===== src/hdl/sbtr_pkg.sv =====
// Shared types and constants of the scaled bitmap text renderer.
`default_nettype none
package sbtr_pkg;

  localparam int OPCODE_W = 2;
  localparam int CODE_W   = 8;
  localparam int POS_W    = 8;
  localparam int INDEX_W  = 11;
  localparam int BYTE_W   = 8;
  localparam int COORD_W  = 9;
  localparam int SCALE_W  = 4;
  localparam int ROW_W    = 3;
  localparam int GLYPH_ROWS = 8;

  localparam int ADVANCE_CELLS = 6;
  localparam int LINE_CELLS    = 8;

  localparam logic [CODE_W-1:0] NEWLINE_CODE = 8'd10;

  localparam logic [OPCODE_W-1:0] OP_LOAD  = 2'd0;
  localparam logic [OPCODE_W-1:0] OP_START = 2'd1;
  localparam logic [OPCODE_W-1:0] OP_DRAW  = 2'd2;

  localparam logic REG_SCALE_X = 1'b0;
  localparam logic REG_SCALE_Y = 1'b1;

  localparam logic [SCALE_W-1:0] SCALE_RESET = 4'd2;

  typedef struct packed {
    logic load;
    logic start;
    logic newline;
    logic begin_char;
    logic latch;
    logic emit;
    logic next_col;
    logic flush;
    logic advance;
  } cmd_t;

  typedef struct packed {
    logic [OPCODE_W-1:0] opcode;
    logic                newline;
    logic                code_ok;
    logic                bits_zero;
    logic                last_col;
    logic                pend_valid;
    logic                out_free;
  } status_t;

endpackage
`default_nettype wire


===== src/hdl/sbtr_ctrl.sv =====
// Control state machine: accepts text items and sequences glyph columns, rows and the final flush.
`default_nettype none
module sbtr_ctrl (
  input  wire logic              clk,
  input  wire logic              rst,
  input  wire logic              in_valid,
  output logic                   in_ready,
  input  wire sbtr_pkg::status_t status,
  output sbtr_pkg::cmd_t         cmd
);

  typedef enum logic [4:0] {
    S_IDLE  = 5'b00001,
    S_FETCH = 5'b00010,
    S_LATCH = 5'b00100,
    S_SCAN  = 5'b01000,
    S_FLUSH = 5'b10000
  } state_t;

  state_t state;
  state_t state_next;

  always_ff @(posedge clk) begin
    if (rst) begin
      state <= S_IDLE;
    end else begin
      state <= state_next;
    end
  end

  assign in_ready = (state == S_IDLE) && !rst;

  always_comb begin
    state_next = state;
    cmd        = '0;
    unique case (state)
      S_IDLE: begin
        if (in_valid && in_ready) begin
          unique case (status.opcode)
            sbtr_pkg::OP_LOAD:  cmd.load  = 1'b1;
            sbtr_pkg::OP_START: cmd.start = 1'b1;
            sbtr_pkg::OP_DRAW: begin
              if (status.newline) begin
                cmd.newline = 1'b1;
              end else begin
                cmd.begin_char = 1'b1;
                state_next     = status.code_ok ? S_FETCH : S_FLUSH;
              end
            end
            default: ;
          endcase
        end
      end
      S_FETCH: begin
        state_next = S_LATCH;
      end
      S_LATCH: begin
        cmd.latch  = 1'b1;
        state_next = S_SCAN;
      end
      S_SCAN: begin
        if (status.bits_zero) begin
          if (status.last_col) begin
            state_next = S_FLUSH;
          end else begin
            cmd.next_col = 1'b1;
            state_next   = S_FETCH;
          end
        end else if (!status.pend_valid || status.out_free) begin
          cmd.emit = 1'b1;
        end
      end
      S_FLUSH: begin
        if (!status.pend_valid) begin
          cmd.advance = 1'b1;
          state_next  = S_IDLE;
        end else if (status.out_free) begin
          cmd.flush   = 1'b1;
          cmd.advance = 1'b1;
          state_next  = S_IDLE;
        end
      end
      default: state_next = S_IDLE;
    endcase
  end

endmodule
`default_nettype wire


===== config.mk =====
export PLATFORM = sky130hd
export DESIGN_NAME = sbtr_ctrl
export DESIGN_NICKNAME = d
export VERILOG_FILES = /design/src/hdl/sbtr_pkg.sv /design/src/hdl/sbtr_ctrl.sv
export SDC_FILE = /design/constraint.sdc
export NUM_CORES = 1
export LEC_CHECK = 0
export ABC_AREA = 1
export BUFFER_PORTS_ARGS = -buffer_cell sky130_fd_sc_hd__clkbuf_2
export CORE_MARGIN = 8
export CORE_UTILIZATION = 32
export DETAILED_ROUTE_END_ITERATION = 10
export SLEW_MARGIN = 15
export SYNTH_ARGS = -nofsm -noshare
export SYNTH_HDL_FRONTEND = slang
export SYNTH_SLANG_ARGS = --single-unit

===== constraint.sdc =====
create_clock -name clk -period 1.3 [get_ports clk]
set_input_delay 0.195 -clock clk [delete_from_list [all_inputs] [get_ports clk]]
set_output_delay 0.195 -clock clk [all_outputs]
set_load 0.02 [all_outputs]

==> impl_metrics.json <==
{
  "post-route-util_pct": 56.3,
  "rsz0062_at_grt": "true",
  "final_common_cell": "buf_4",
  "crit_type": "reg2out",
  "regMostFlops": "state",
  "nFillCells": 147,
  "hold_ws_ns": 0.260,
  "path_buf_inv": 2,
  "grt_max_degree": 9,
  "clock_sinks": 5,
  "hold_viol_final": 0,
  "num_vias": 600,
  "p_clk_share_pct": 14.7,
  "synthCells": 78,
  "die_y_um": 55.4,
  "maxCapViolCount": 0,
  "gp_congestion": 0.811,
  "die-width_um": 55.4,
  "largest_reg_flops": 5,
  "p_int_uw": 705,
  "setup_ws_ns": -0.272,
  "worstMarginPinSlew_ns": 0.294,
  "port_buffers": 20,
  "vias_per_cell": 4.58,
  "core.rowCount": 14,
  "violations": "setup timing",
  "power_switching_uw": 522,
  "grt-ovfl-total": 0,
  "drive_gt1_share_pct": 58.3,
  "final_area_um2": 828,
  "avgSynthCellArea_um2": 6.35,
  "hpwl_um": 1130,
  "end_kind": "output port",
  "cp_max_fo": 3,
  "yosys_warnings": 0,
  "drt_iter0_drc": 9,
  "synth_seq_cells": 5,
  "placed_cell_area_um2": 681,
  "seq_area_um2": 109,
  "power.share.switching_pct": 42.5,
  "slew_headroom_pct": 80.4,
  "worstSetupStartpointType": "flip-flop",
  "share_comb_of_total_power_pct": 66.8,
  "top_regs": "state: 5 flops",
  "crit_chain": "inv_4 -> nor2_4 -> nand3_2 -> nor3_2 -> nand2_1 -> nor2_2 -> clkbuf_8",
  "netlist_area_um2": 495,
  "path_delay_family": "simple AND/OR/NAND/NOR gates",
  "ioPinCount": 21,
  "skew_ns": 0.00181,
  "crit_required_ns": 1.11,
  "grt_pass1_wl_um": 2480,
  "area_delta_synth_final_pct": 67.2,
  "fmax_ghz": 0.636,
  "ir_drop_mv": 0.639,
  "powerDensity_nw_per_um2": 1480,
  "nets": 127,
  "start_util_pct": 33.7,
  "seqPwrFrac_pct": 18.5,
  "cts_hold_buf": 0,
  "clk_pin_slew_ns": 0.04,
  "antenna_found_initial": 0,
  "die_area_um2": 3060,
  "ys_types": 18,
  "routed_wirelength_um": 1540,
  "syn-num-nets": 89,
  "coreArea_um2": 1470,
  "holdCritPathClass": "in2reg",
  "numCtsBuffers": 3,
  "cts_buffer_depth": 2,
  "critPathSlowestCell": "dfxtp_4",
  "final-setup-viol-count": 12,
  "clk_latency_ns": 0.24,
  "dpl_worst_slack_ns": -0.0572,
  "drc": 0,
  "h-tree-depth": 1,
  "tritoncts": "built",
  "avgRoutedWirePerCell_um": 11.7,
  "finalCritPeriodShare_pct": 121,
  "layout_common_cells": "buf_4 (18), nand2_1 (15), inv_1 (11)",
  "drt_pre_antenna_iters": 2,
  "crit_path_max_incr_delay_ns": 0.36,
  "ctsRootBufferMaster": "clkbuf_4",
  "multi_input_area_um2": 353,
  "seq_area_frac_synth_pct": 20.2,
  "cp.arrival_ns": 1.38,
  "status": "complete, but fails checks",
  "grt_usage_pct": 9.49,
  "grt_pass1_vias": 578,
  "final_antenna_net_count": 0,
  "p_leak_uw": 0.000423,
  "finalCriticalPeriod_ns": 1.57,
  "tns_ns": -2.21,
  "maxSlewViolCount": 0,
  "diodes": 0
}
==> power groups by stage <==
stage	clock, µW	combinational (µW)	sequential (µW)
2_1_floorplan	0	416	209
3_3_place_gp	0	610	214
3_5_place_dp	0	616	215
4_1_cts	190	736	214
5_1_grt	203	888	231
6_report	180	820	227
==> final cells by class <==
| class | instances | share of cell area [%] |
|---|---|---|
| clock buffer | 4 | 3.17 |
| timing repair buffer | 35 | 31.1 |
| multi-input combinational | 55 | 42.6 |
| tap | 16 | 2.42 |
| inverter | 16 | 7.55 |
| sequential | 5 | 13.1 |
==> routing by layer <==
metal	GRT usage (%)	vias up	routed length [µm]
met5	0	-	0
met4	2.11	0	0
met3	4.57	0	89
met2	16.0	16	811
met1	10.4	266	638
li1	-	318	-
==> what timing repair did <==
item | in CTS | in global routing
gates resized for setup | 15 | 16
endpoints found under the setup margin | 10 | 13
setup buffers | 4 | 1
pin swaps | 2 | 4
==> kinds of logic after synthesis <==
group	share of synthesized area [%]
AO/OA/AOI/OAI	7.32
flip-flops	20.2
buffers and inverters	15.2
AND/OR/NAND/NOR	57.3
==> synth_stat cells <==
master	n	area, µm²
nand3_1	3	15.0
nand4_2	2	25.0
nor2_4	2	22.5
nand3b_1	1	7.51
o31ai_4	1	21.3
buf_4	2	15.0
nor2_1	13	48.8
nand4_1	3	18.8
a21oi_1	2	10.0
nand2_2	2	12.5
inv_2	5	18.8
nand3_2	3	30.0
o21ai_0	1	5.00
dfxtp_1	5	100
nor3_2	1	10.0
nand2_1	15	56.3
inv_1	11	41.3
nor2_2	6	37.5
==> worst register-to-register path: cells and delay by family, from the launching register on <==
| family | cells | cell delay, ns |
|---|---|---|
| AND/OR/NAND/NOR | 6 | 0.52 |
| buffers and inverters | 4 | 0.37 |
| flip-flops | 1 | 0.35 |
==> per-stage QoR <==
| step | std cells | total power [µW] |
|---|---|---|
| after floorplan | 78 | 625 |
| after global placement | 122 | 824 |
| after detailed placement | 122 | 831 |
| after CTS | 130 | 1140 |
| after global routing | 131 | 1320 |
| final | 131 | 1230 |
==> final timing paths <==
check	slack (ns)	from	end	cells past startpoint
min	0.26	rst	state[1]$_SDFFE_PP0P_	2
max reg2reg	-0.03	state[0]$_SDFFE_PP1P_	state[4]$_SDFFE_PP0P_	10
min reg2reg	0.58	state[1]$_SDFFE_PP0P_	state[2]$_SDFFE_PP0P_	2
max	-0.27	state[0]$_SDFFE_PP1P_	cmd[7]	7
(Power assumes the default switching activity.)
